$ cat src/hdl/page_buffer_pool_manager_assert.svh
// Assertion macros for the page buffer pool manager
`ifndef PAGE_BUFFER_POOL_MANAGER_ASSERT_SVH
`define PAGE_BUFFER_POOL_MANAGER_ASSERT_SVH

// Check that a condition always implies a consequence on the same edge
`define PBPM_ASSERT_IMP(lbl, ante, cons) \
  lbl: assert property (@(posedge clk) disable iff (!rst_n) (ante) |-> (cons)) \
    else $error("pbpm check failed");

// Check that a condition implies a consequence on the next edge
`define PBPM_ASSERT_NEXT(lbl, ante, cons) \
  lbl: assert property (@(posedge clk) disable iff (!rst_n) (ante) |=> (cons)) \
    else $error("pbpm check failed");

`endif

$ cat src/hdl/pbpm_pkg.sv
`default_nettype none
package pbpm_pkg;
  localparam int FRAMES       = 16;
  localparam int PAGE_ID_BITS = 32;
  localparam int PIN_BITS     = 8;
  localparam int FIDX_BITS    = $clog2(FRAMES);
  localparam int CNT_BITS     = $clog2(FRAMES + 1);

  typedef logic [FIDX_BITS-1:0]    fidx_t;
  typedef logic [CNT_BITS-1:0]     cnt_t;
  typedef logic [PAGE_ID_BITS-1:0] page_t;
  typedef logic [PIN_BITS-1:0]     pins_t;

  typedef enum logic [2:0] {
    CMD_NEW    = 3'd0,
    CMD_FETCH  = 3'd1,
    CMD_UNPIN  = 3'd2,
    CMD_FLUSH  = 3'd3,
    CMD_DELETE = 3'd4
  } cmd_t;

  localparam pins_t PIN_MAX = {PIN_BITS{1'b1}};

  // Request to the LRU list unit and its status back
  typedef struct packed {
    logic  rem;
    logic  app;
    fidx_t frame;
  } lru_req_t;

  typedef struct packed {
    logic busy;
    cnt_t count;
    fidx_t oldest;
  } lru_sts_t;
endpackage
`default_nettype wire

$ cat src/hdl/pbpm_lru.sv
`default_nettype none
// LRU list of unpinned frames, oldest at position 0. Removal shifts one
// entry per cycle; append removes any existing copy first.
module pbpm_lru import pbpm_pkg::*; (
  input  wire logic     clk,
  input  wire logic     rst_n,
  input  wire lru_req_t req,
  output lru_sts_t      sts
);
  typedef enum logic [1:0] {L_IDLE, L_SCAN, L_SHIFT, L_ADD} lstate_t;

  lstate_t state_r;
  fidx_t   order_r [FRAMES];
  cnt_t    count_r;
  cnt_t    pos_r;
  fidx_t   tgt_r;
  logic    app_r;

  assign sts.busy   = (state_r != L_IDLE);
  assign sts.count  = count_r;
  assign sts.oldest = order_r[0];

  // Sequence scan, shift and append over the list
  always_ff @(posedge clk) begin
    if (!rst_n) begin
      state_r <= L_IDLE;
      count_r <= '0;
      pos_r   <= '0;
      app_r   <= 1'b0;
    end else begin
      unique case (state_r)
        L_IDLE: begin
          if (req.rem || req.app) begin
            tgt_r   <= req.frame;
            app_r   <= req.app;
            pos_r   <= '0;
            state_r <= L_SCAN;
          end
        end
        L_SCAN: begin
          if (pos_r >= count_r) begin
            state_r <= app_r ? L_ADD : L_IDLE;
          end else if (order_r[pos_r[FIDX_BITS-1:0]] == tgt_r) begin
            state_r <= L_SHIFT;
          end else begin
            pos_r <= pos_r + cnt_t'(1);
          end
        end
        L_SHIFT: begin
          if (pos_r + cnt_t'(1) < count_r) begin
            order_r[pos_r[FIDX_BITS-1:0]] <= order_r[FIDX_BITS'(pos_r + cnt_t'(1))];
            pos_r <= pos_r + cnt_t'(1);
          end else begin
            count_r <= count_r - cnt_t'(1);
            state_r <= app_r ? L_ADD : L_IDLE;
          end
        end
        L_ADD: begin
          if (count_r < cnt_t'(FRAMES)) begin
            order_r[count_r[FIDX_BITS-1:0]] <= tgt_r;
            count_r <= count_r + cnt_t'(1);
          end
          state_r <= L_IDLE;
        end
        default: state_r <= L_IDLE;
      endcase
    end
  end
endmodule
`default_nettype wire

$ cat src/hdl/page_buffer_pool_manager.sv
`default_nettype none
// Page buffer pool manager with LRU replacement.
// The frame search visits one frame a cycle and the LRU list shifts one entry a
// cycle. One request is handled at a time: in_stall stays high until the result
// has been taken while out_stall is low.
// Reset (synchronous, active low): all frames free in order, LRU list empty.
module page_buffer_pool_manager import pbpm_pkg::*; (
  input  wire logic        clk,
  input  wire logic        rst_n,
  input  wire logic        in_valid,
  output logic             in_stall,
  input  wire logic [2:0]  in_cmd,
  input  wire page_t       in_page_id,
  input  wire logic        in_mark_dirty,
  output logic             out_valid,
  input  wire logic        out_stall,
  output logic             out_ok,
  output fidx_t            out_frame,
  output logic             out_write_back,
  output page_t            out_write_back_page,
  output logic             out_read_request,
  output logic             out_dealloc_request
);
  typedef enum logic [2:0] {S_IDLE, S_SEARCH, S_ACT, S_TAKE, S_WAIT, S_DONE}
    state_t;

  state_t   state_r;
  logic     valid_r [FRAMES];
  logic     dirty_r [FRAMES];
  pins_t    pins_r  [FRAMES];
  page_t    page_r  [FRAMES];
  fidx_t    fq_r    [FRAMES];
  fidx_t    fhead_r;
  cnt_t     fcount_r;
  logic [2:0] cmd_r;
  page_t    id_r;
  logic     md_r;
  cnt_t     idx_r;
  logic     hit_r;
  fidx_t    hf_r;
  fidx_t    tf_r;
  logic     tvalid_r;
  lru_req_t lreq;
  lru_sts_t lsts;
  logic     ok_r, wb_r, rd_r, da_r;
  fidx_t    fr_r;
  page_t    wbp_r;
  fidx_t    cur;

  pbpm_lru u_lru (.clk(clk), .rst_n(rst_n), .req(lreq), .sts(lsts));

  assign cur      = idx_r[FIDX_BITS-1:0];
  assign in_stall = (state_r != S_IDLE);
  assign out_valid = (state_r == S_DONE);
  assign out_ok = ok_r;
  assign out_frame = fr_r;
  assign out_write_back = wb_r;
  assign out_write_back_page = wbp_r;
  assign out_read_request = rd_r;
  assign out_dealloc_request = da_r;

  // Issue LRU requests from the action step and, on eviction, from the frame take
  always_comb begin
    lreq = '0;
    if (state_r == S_ACT) begin
      lreq.frame = hf_r;
      unique case (cmd_r)
        CMD_FETCH:  lreq.rem = hit_r;
        CMD_UNPIN:  lreq.app = hit_r && pins_r[hf_r] == pins_t'(1);
        CMD_DELETE: lreq.rem = hit_r && pins_r[hf_r] == '0;
        default: ;
      endcase
    end else if (state_r == S_TAKE && fcount_r == '0 && lsts.count != '0) begin
      lreq.rem   = 1'b1;
      lreq.frame = lsts.oldest;
    end
  end

  // Sequence search, action, frame take, LRU wait and result hold
  always_ff @(posedge clk) begin
    if (!rst_n) begin
      state_r  <= S_IDLE;
      fhead_r  <= '0;
      fcount_r <= cnt_t'(FRAMES);
      for (int i = 0; i < FRAMES; i++) begin
        valid_r[i] <= 1'b0;
        dirty_r[i] <= 1'b0;
        pins_r[i]  <= '0;
        fq_r[i]    <= fidx_t'(i);
      end
    end else begin
      unique case (state_r)
        S_IDLE: begin
          if (in_valid) begin
            cmd_r <= in_cmd;
            id_r  <= in_page_id;
            md_r  <= in_mark_dirty;
            idx_r <= '0;
            hit_r <= 1'b0;
            ok_r <= 1'b0; fr_r <= '0; wb_r <= 1'b0; wbp_r <= '0;
            rd_r <= 1'b0; da_r <= 1'b0;
            state_r <= (in_cmd == CMD_NEW) ? S_TAKE : S_SEARCH;
          end
        end
        S_SEARCH: begin
          if (idx_r >= cnt_t'(FRAMES)) begin
            state_r <= S_ACT;
          end else if (valid_r[cur] && page_r[cur] == id_r) begin
            hit_r   <= 1'b1;
            hf_r    <= cur;
            state_r <= S_ACT;
          end else begin
            idx_r <= idx_r + cnt_t'(1);
          end
        end
        S_ACT: begin
          state_r <= S_WAIT;
          unique case (cmd_r)
            CMD_FETCH: begin
              if (hit_r) begin
                if (pins_r[hf_r] != PIN_MAX) pins_r[hf_r] <= pins_r[hf_r] + pins_t'(1);
                ok_r <= 1'b1;
                fr_r <= hf_r;
              end else begin
                state_r <= S_TAKE;
              end
            end
            CMD_UNPIN: begin
              if (hit_r) begin
                dirty_r[hf_r] <= md_r;
                if (pins_r[hf_r] != '0) begin
                  pins_r[hf_r] <= pins_r[hf_r] - pins_t'(1);
                  ok_r <= 1'b1;
                end
              end
            end
            CMD_FLUSH: begin
              if (hit_r) begin
                ok_r <= 1'b1; wb_r <= 1'b1; wbp_r <= id_r;
              end
            end
            CMD_DELETE: begin
              if (!hit_r || pins_r[hf_r] == '0) begin
                ok_r <= 1'b1; da_r <= 1'b1;
                if (hit_r) begin
                  dirty_r[hf_r] <= 1'b0;
                  valid_r[hf_r] <= 1'b0;
                  if (fcount_r < cnt_t'(FRAMES)) begin
                    fq_r[FIDX_BITS'(cnt_t'(fhead_r) + fcount_r)] <= hf_r;
                    fcount_r <= fcount_r + cnt_t'(1);
                  end
                end
              end
            end
            default: ;
          endcase
        end
        S_TAKE: begin
          // Free queue first, then evict the oldest unpinned frame
          state_r <= S_WAIT;
          if (fcount_r != '0) begin
            tf_r <= fq_r[fhead_r];
            fhead_r <= fhead_r + fidx_t'(1);
            fcount_r <= fcount_r - cnt_t'(1);
            tvalid_r <= 1'b1;
          end else if (lsts.count != '0) begin
            tf_r <= lsts.oldest;
            tvalid_r <= 1'b1;
            if (valid_r[lsts.oldest] && dirty_r[lsts.oldest]) begin
              wb_r <= 1'b1;
              wbp_r <= page_r[lsts.oldest];
            end
          end else begin
            tvalid_r <= 1'b0;
          end
          hit_r <= 1'b1;
        end
        S_WAIT: begin
          if (!lsts.busy) begin
            state_r <= S_DONE;
            if (hit_r && ((cmd_r == CMD_NEW) || (cmd_r == CMD_FETCH && !ok_r))
                && tvalid_r && idx_r != '1) begin
              valid_r[tf_r] <= 1'b1;
              page_r[tf_r]  <= id_r;
              dirty_r[tf_r] <= 1'b0;
              if (pins_r[tf_r] != PIN_MAX) pins_r[tf_r] <= pins_r[tf_r] + pins_t'(1);
              ok_r <= 1'b1;
              fr_r <= tf_r;
              rd_r <= (cmd_r == CMD_FETCH);
            end
          end
        end
        S_DONE: begin
          if (!out_stall) state_r <= S_IDLE;
        end
        default: state_r <= S_IDLE;
      endcase
    end
  end

  `include "page_buffer_pool_manager_assert.svh"
  `PBPM_ASSERT_IMP(a_stall_busy, out_valid, in_stall)
  `PBPM_ASSERT_IMP(a_fq_bound, 1'b1, fcount_r <= cnt_t'(FRAMES))
  `PBPM_ASSERT_NEXT(a_hold_out, out_valid && out_stall, out_valid && $stable(out_frame))
endmodule
`default_nettype wire
$ cat config.mk
export PLATFORM = sky130hd
export DESIGN_NAME = page_buffer_pool_manager
export DESIGN_NICKNAME = d
export VERILOG_FILES = /design/src/hdl/pbpm_pkg.sv /design/src/hdl/pbpm_lru.sv /design/src/hdl/page_buffer_pool_manager.sv
export VERILOG_INCLUDE_DIRS = /design/src /design/src/hdl
export SDC_FILE = /design/constraint.sdc
export NUM_CORES = 2
export LEC_CHECK = 0
export BUFFER_PORTS_ARGS = -buffer_cell sky130_fd_sc_hd__buf_4
export CORE_MARGIN = 10
export CORE_UTILIZATION = 36
export CTS_BUF_LIST = sky130_fd_sc_hd__clkbuf_16
export DETAILED_ROUTE_END_ITERATION = 10
export GPL_TIMING_DRIVEN = 0
export PLACE_DENSITY_LB_ADDON = 0.3
export SLEW_MARGIN = 0
export SYNTH_ARGS = -nofsm -noshare
export SYNTH_HDL_FRONTEND = slang
export SYNTH_SLANG_ARGS = --single-unit
$ cat constraint.sdc
create_clock -name clk -period 6.6 [get_ports clk]
set_input_delay 0 -clock clk [delete_from_list [all_inputs] [get_ports clk]]
set_output_delay 0 -clock clk [all_outputs]
set_load 0.02 [all_outputs]
Word level (Yosys, flattened, before mapping)
Memory sizes are Yosys's and may differ from the RTL's. A register that Yosys moved wholly into a read port is not among the register bits.
Cells that the tools add are included.
- bits in writable memories: 800
- logic and storage cells: 320
- memories: 6
- flip-flop bits (word level): 120
- input bits: 40
- output and inout bits: 42
- add/subtract/negate cells: 11
- muxes and demuxes: 161
- order comparisons: 5
- reduce and logical (&&, ||, !) cells: 64
- bitwise gates (word level): 3
- equality and inequality tests: 48
- memories (memory ; depth ; bits a word ; read ports ; clocked after Yosys merged registers in ; wr ports ; line ; source):
    page_r ; 16 ; 32 ; 2 ; 1 ; 1 ; page_buffer_pool_manager.sv:31 ; page_t page_r [FRAMES];
    pins_r ; 16 ; 8 ; 2 ; 2 ; 16 ; page_buffer_pool_manager.sv:30 ; pins_t pins_r [FRAMES];
    fq_r ; 16 ; 4 ; 1 ; 1 ; 16 ; page_buffer_pool_manager.sv:32 ; fidx_t fq_r [FRAMES];
    u_lru.order_r ; 16 ; 4 ; 3 ; 1 ; 1 ; pbpm_lru.sv:13 ; fidx_t order_r [FRAMES];
    dirty_r ; 16 ; 1 ; 1 ; 0 ; 16 ; page_buffer_pool_manager.sv:29 ; logic dirty_r [FRAMES];
    valid_r ; 16 ; 1 ; 2 ; 1 ; 16 ; page_buffer_pool_manager.sv:28 ; logic valid_r [FRAMES];
- operator list (kind ; number):
    32-bit two-way mux ; 6
    4-bit two-way mux ; 27
    32-bit one-hot mux with 3 select lines ; 1
    1-bit two-way mux ; 83
    5-bit two-way mux ; 14
    32-bit == test ; 1
    5-bit one-hot mux with 2 select lines ; 3
    5-bit AND reduction ; 5
    8-bit two-way mux ; 3
    2-bit != test, second input constant ; 12
    2-bit by 1-bit != test with 1-bit output, second input constant ; 11
    3-bit two-way mux ; 7
    5-bit by 1-bit adder with 5-bit output, second input constant ; 4
    3-bit one-hot mux with 6 select lines ; 1
    8-bit by 1-bit adder with 8-bit output, second input constant ; 2
    8-bit != test, second input constant ; 2
    8-bit OR reduction ; 2
    3-bit != test, second input constant ; 5
    5-bit one-hot mux with 3 select lines ; 1
    3-bit AND reduction ; 5
    3-bit nonzero test ; 5
    2-bit nonzero test ; 7
    3-bit by 2-bit == test with 1-bit output, second input constant ; 4
    2-bit two-way mux ; 6
    41 further kinds ; 75

Logic depth before layout (Yosys ltp)
- depth in word-level cells: 13
- depth in mapped cells: 15
- mapped depth without buffers: 12

By module
A second synthesis with hierarchy kept.
- cells, all modules: 2923
- area total of the unflattened synthesis: 46066.7 um^2
- by module, submodules not included (module ; seq. area each (um^2) ; cells each ; instances ; area an instance (um^2)):
    page_buffer_pool_manager ; 25074.0 ; 2600 ; 1 ; 41449.8
    pbpm_lru ; 2382.3 ; 323 ; 1 ; 4616.9

Worst setup path before layout
No wires, ideal clock.
- path type: flip-flop to flip-flop
- start point: memory u_lru.order_r[0][0] (netlist name)
- end point: register wb_r (netlist: out_write_back), enable pin
- stages on the path, launching flop included: 11
- buffers on the path: 4
- required time: 6126 ps
- data arrival time: 4723 ps
- setup slack: 1404 ps
- period minus slack after synthesis: 5196 ps
- setup time: 474 ps
- path through: edfxtp_1 clkbuf_1 clkbuf_1 buf_1 clkbuf_1 a311oi_1 a211oi_1 a211oi_1 a211oi_1 o21ai_0 a211oi_1
- RTL lines (what ; line ; source):
    start, declared ; pbpm_lru.sv:13 ;
    end signal, assigned ; page_buffer_pool_manager.sv:100 ; ok_r <= 1'b0; fr_r <= '0; wb_r <= 1'b0; wbp_r <= '0;
    end signal, assigned ; page_buffer_pool_manager.sv:139 ; ok_r <= 1'b1; wb_r <= 1'b1; wbp_r <= id_r;
    end signal, assigned ; page_buffer_pool_manager.sv:170 ; wb_r <= 1'b1;
    end, declared ; page_buffer_pool_manager.sv:45 ; logic ok_r, wb_r, rd_r, da_r;

==> summary.md <==
| Metric | Value |
|---|---|
| Fmax | around 160 MHz |
| Post-synthesis simple-gate area fraction | 0.06988 |
| Mapped Cells | ~2.8k |
| Critical Path Max Stage Delay | ~0.92 ns |
| DP HPWL | roughly 100000 um |
| Min-delay src | in_page_id[22] |
| CTS buffer count | between 100 and 150 |
| Num rows | 130 |
| Core area | 0.1256 mm^2 |
| Yosys warns | 0 |
| Drt total wl | between 100000 and 150000 um |
| Input/output buffers | 81 |
| Sequential share of the synthesized area | 0.6039 |
| H-Tree Depth | 3 |
| Synth area leader | edfxtp_1 |
| Worst skew pair latency | 0.71 ns |
| Yosys reg bits | 940 |
| Setup CP Type | register to register |
| Die area | 0.1409 mm^2 |
| Compound-gate portion of the synthesized area | 0.04863 |
| Width of the die | ~380 um |
| CP arrival | around 6.7 ns |
| Startpoint types | register |
| Final period util | 0.9313 |
| Initial antenna violation count | 1 |
| DP Area | 0.04892 mm^2 |
| Synth area leaders | edfxtp_1 57%, mux4_2 20%, dfxtp_1 3.4%, mux2i_1 2.0%, nor2_1 1.7% |
| Synth Area in XOR/XNOR | 0.01753 |
| Nets | approximately 3.2k |
| Total track usage | 0.2062 |
| Reg clk slew, reported paths | about 0.06 ns |
| Worst-margin pin slew | about 1.4 ns |
| Antenna fix cells | 0 |
| First-pass GRT wire length | approximately 210000 um |
| Worst path top cell family by delay | buffers and inverters |
| Post-route DRC | 0 |
| Worst min-delay path class | input pin to register |
| Vias in the first global route | 28.92k |
| Final Power | between 0.015 and 0.02 W |
| Relative slew slack | 0.07277 |
| Period minus WS final | approximately 6.1 ns |
| Mapped Nets | 2886 |
| Status | finished, final reports clean |
| Peak supply drop | 0.2200 mV |
| Clk sinks | 940 |
| Max Clock Skew | around 0.057 ns |
| Slew Limit Fails | 0 |
| Pwr Density | 315.1 mW/mm^2 |
| Largest family of logic cells by synthesized area | multiplexers |
| Crit path capture type | register |
| Wire per inst | around 31 um |
| Pleak | about 17 nW |
| Post-layout instance area | 0.05274 mm^2 |
| Synth async-reset ratio | 0 |
| GPL Wtd Cong | 0.9054 |
| EDFF count, synth | 863 |
| Count of cell types in the netlist | 80 |
| Clock buffer depth | 3 |
| Overflow after GRT | 0 |
| CP required | 7.16 ns |
| Starting DRT DRC Count | 3725 |
| Area share of fa/ha/maj cells after synthesis | 0.01068 |
| Final antenna-violating net count | 0 |
| Mux cell area share after synthesis | 0.2279 |
| RSZ-0062 raised after global routing | false |
| Top_reg_cell synth | edfxtp_1 |
| Largest net degree at the start of global routing | 22 |
| Syn Std Cell Area | 0.04546 mm^2 |
| Post-synth top area share | 0.5700 |
| Slowest CP cell | buf_1 |
| Share of cells above drive strength 1 | 0.2543 |
| CP Cell Sequence | buf_2, buf_2, buf_1, buf_1, o22ai_1, xnor2_1, o211ai_1, nor4_1, nand4_1, nor4_4, mux2_2 |
| Drt first pass iters | 6 |
| Initial Util | 0.3620 |
| Average cell area after synthesis | 16.18 um^2 |
| Routed vias/inst | 6.080 |
| I/O pin count | 82 |
| Max-cap violation count | 0 |
| Post_cts resized | 0 |
| Root Driver | clkbuf_16 |
| Fin. Hold Viols | 0 |
| Final setup violation count | 0 |
| Die height | 375.4 um |
| P&R area growth vs syn | 16.01% |
| CTS tree | yes |
| Setup Fix Bufs, Post-CTS | 0 |
| CP bufs+invs | 4 |
| Total number of vias | roughly 29k |
| Crit-path max FO | 10 |
final timing paths:
| check | slack, ns | to | cells after the start |
|---|---|---|---|
| worst max-delay path | 0.45 | register | 11 |
| worst min-delay path | 0.03 | id_r[22] | 2 |
| worst max register to register | 0.45 | register | 11 |
| worst min register to register | 0.48 | dirty_r[3] | 2 |
cell type report:
class	count	area (um^2)
plain buffers	183	820.8
clock inverters	83	651.9
well taps	1650	2064
fillers	11310	72830
clock buffers	104	2603
repair buffers	166	1824
flip-flops and latches	940	27460
multi-input cells	1644	17160
inverters	42	157.7
state kept, by name (all words and copies together), names as in the netlist, 5 cells and up, named ones only:
name,cells
id_r,32
pins_r,128
idx_r,5
valid_r,16
out_write_back_page,32
page_r,512
fcount_r,5
u_lru.pos_r,5
u_lru.count_r,5
u_lru.order_r,64
dirty_r,16
fq_r,64
kinds of logic (layout without fill, tap and decap cells):
logic type | after synthesis | count (layout)
muxes | 527 | 527
and+or+nand+nor | 667 | 667
xor gates and xnor gates | 91 | 91
AOI/OAI and AO/OA | 322 | 322
adders and majority gates | 37 | 37
DFF | 940 | 940
buffers and inverters | 225 | 578
cells in the final DEF, fill, tap and decap left out, types with 27 or more instances in the layout:
| cell type | synthesis | layout |
|---|---|---|
| a21oi_1 | 48 | 48 |
| a22o_1 | 38 | 38 |
| and3_1 | 27 | 27 |
| buf_2 | 41 | 42 |
| buf_4 | 13 | 94 |
| clkbuf_1 | 97 | 96 |
| clkbuf_16 | 0 | 104 |
| dfxtp_1 | 77 | 77 |
| dlygate4sd3_1 | 0 | 57 |
| edfxtp_1 | 863 | 863 |
| ha_1 | 34 | 34 |
| inv_1 | 39 | 51 |
| mux2_2 | 32 | 32 |
| mux2i_1 | 91 | 91 |
| mux4_2 | 403 | 403 |
| nand2_1 | 165 | 165 |
| nand3_1 | 60 | 60 |
| nor2_1 | 209 | 193 |
| nor2b_1 | 32 | 32 |
| nor3_1 | 63 | 63 |
| o21ai_0 | 72 | 72 |
| xnor2_1 | 65 | 65 |
through the flow:
stage	std cells	TNS [ns]	setup WS, ns	hold slack [ns]	utilization
after floorplan	2809	0	1.404	0.09887	-
after global placement	4540	-466.93	-2.990	0.1789	0.3833
after detailed placement	4568	0	0.7145	0.1795	0.3895
after CTS	4812	0	0.6314	0.002304	0.4200
after global routing	4812	0	0.4581	0.02405	0.4200
final	4812	0	0.4533	0.03138	0.4200
layer usage:
metal	GRT usage	vias to the layer above	part of all wire
met4	0.06912	0	0.035
met5	0	-	0
li1	-	11950	-
met2	0.3338	1717	0.47
met1	0.2817	15290	0.40
met3	0.03359	303	0.090
synth_stat cells (34+ instances only):
cell type,n
edfxtp_1,863
mux4_2,403
nor2_1,209
nand2_1,165
clkbuf_1,97
mux2i_1,91
dfxtp_1,77
o21ai_0,72
xnor2_1,65
nor3_1,63
nand3_1,60
a21oi_1,48
buf_2,41
inv_1,39
a22o_1,38
ha_1,34
where the power goes:
part,switching (W),internal [W],leakage [nW]
clock,0.00247,0.00315,1.66
combinational,0.00241,0.00147,6.63
sequential,0.000276,0.00685,8.56
timing repair:
item	CTS	global route
endpoints found under the setup margin	0	0
hold buffers	57	0
endpoints found under the hold margin	44	0
(Power assumes the default switching activity.)
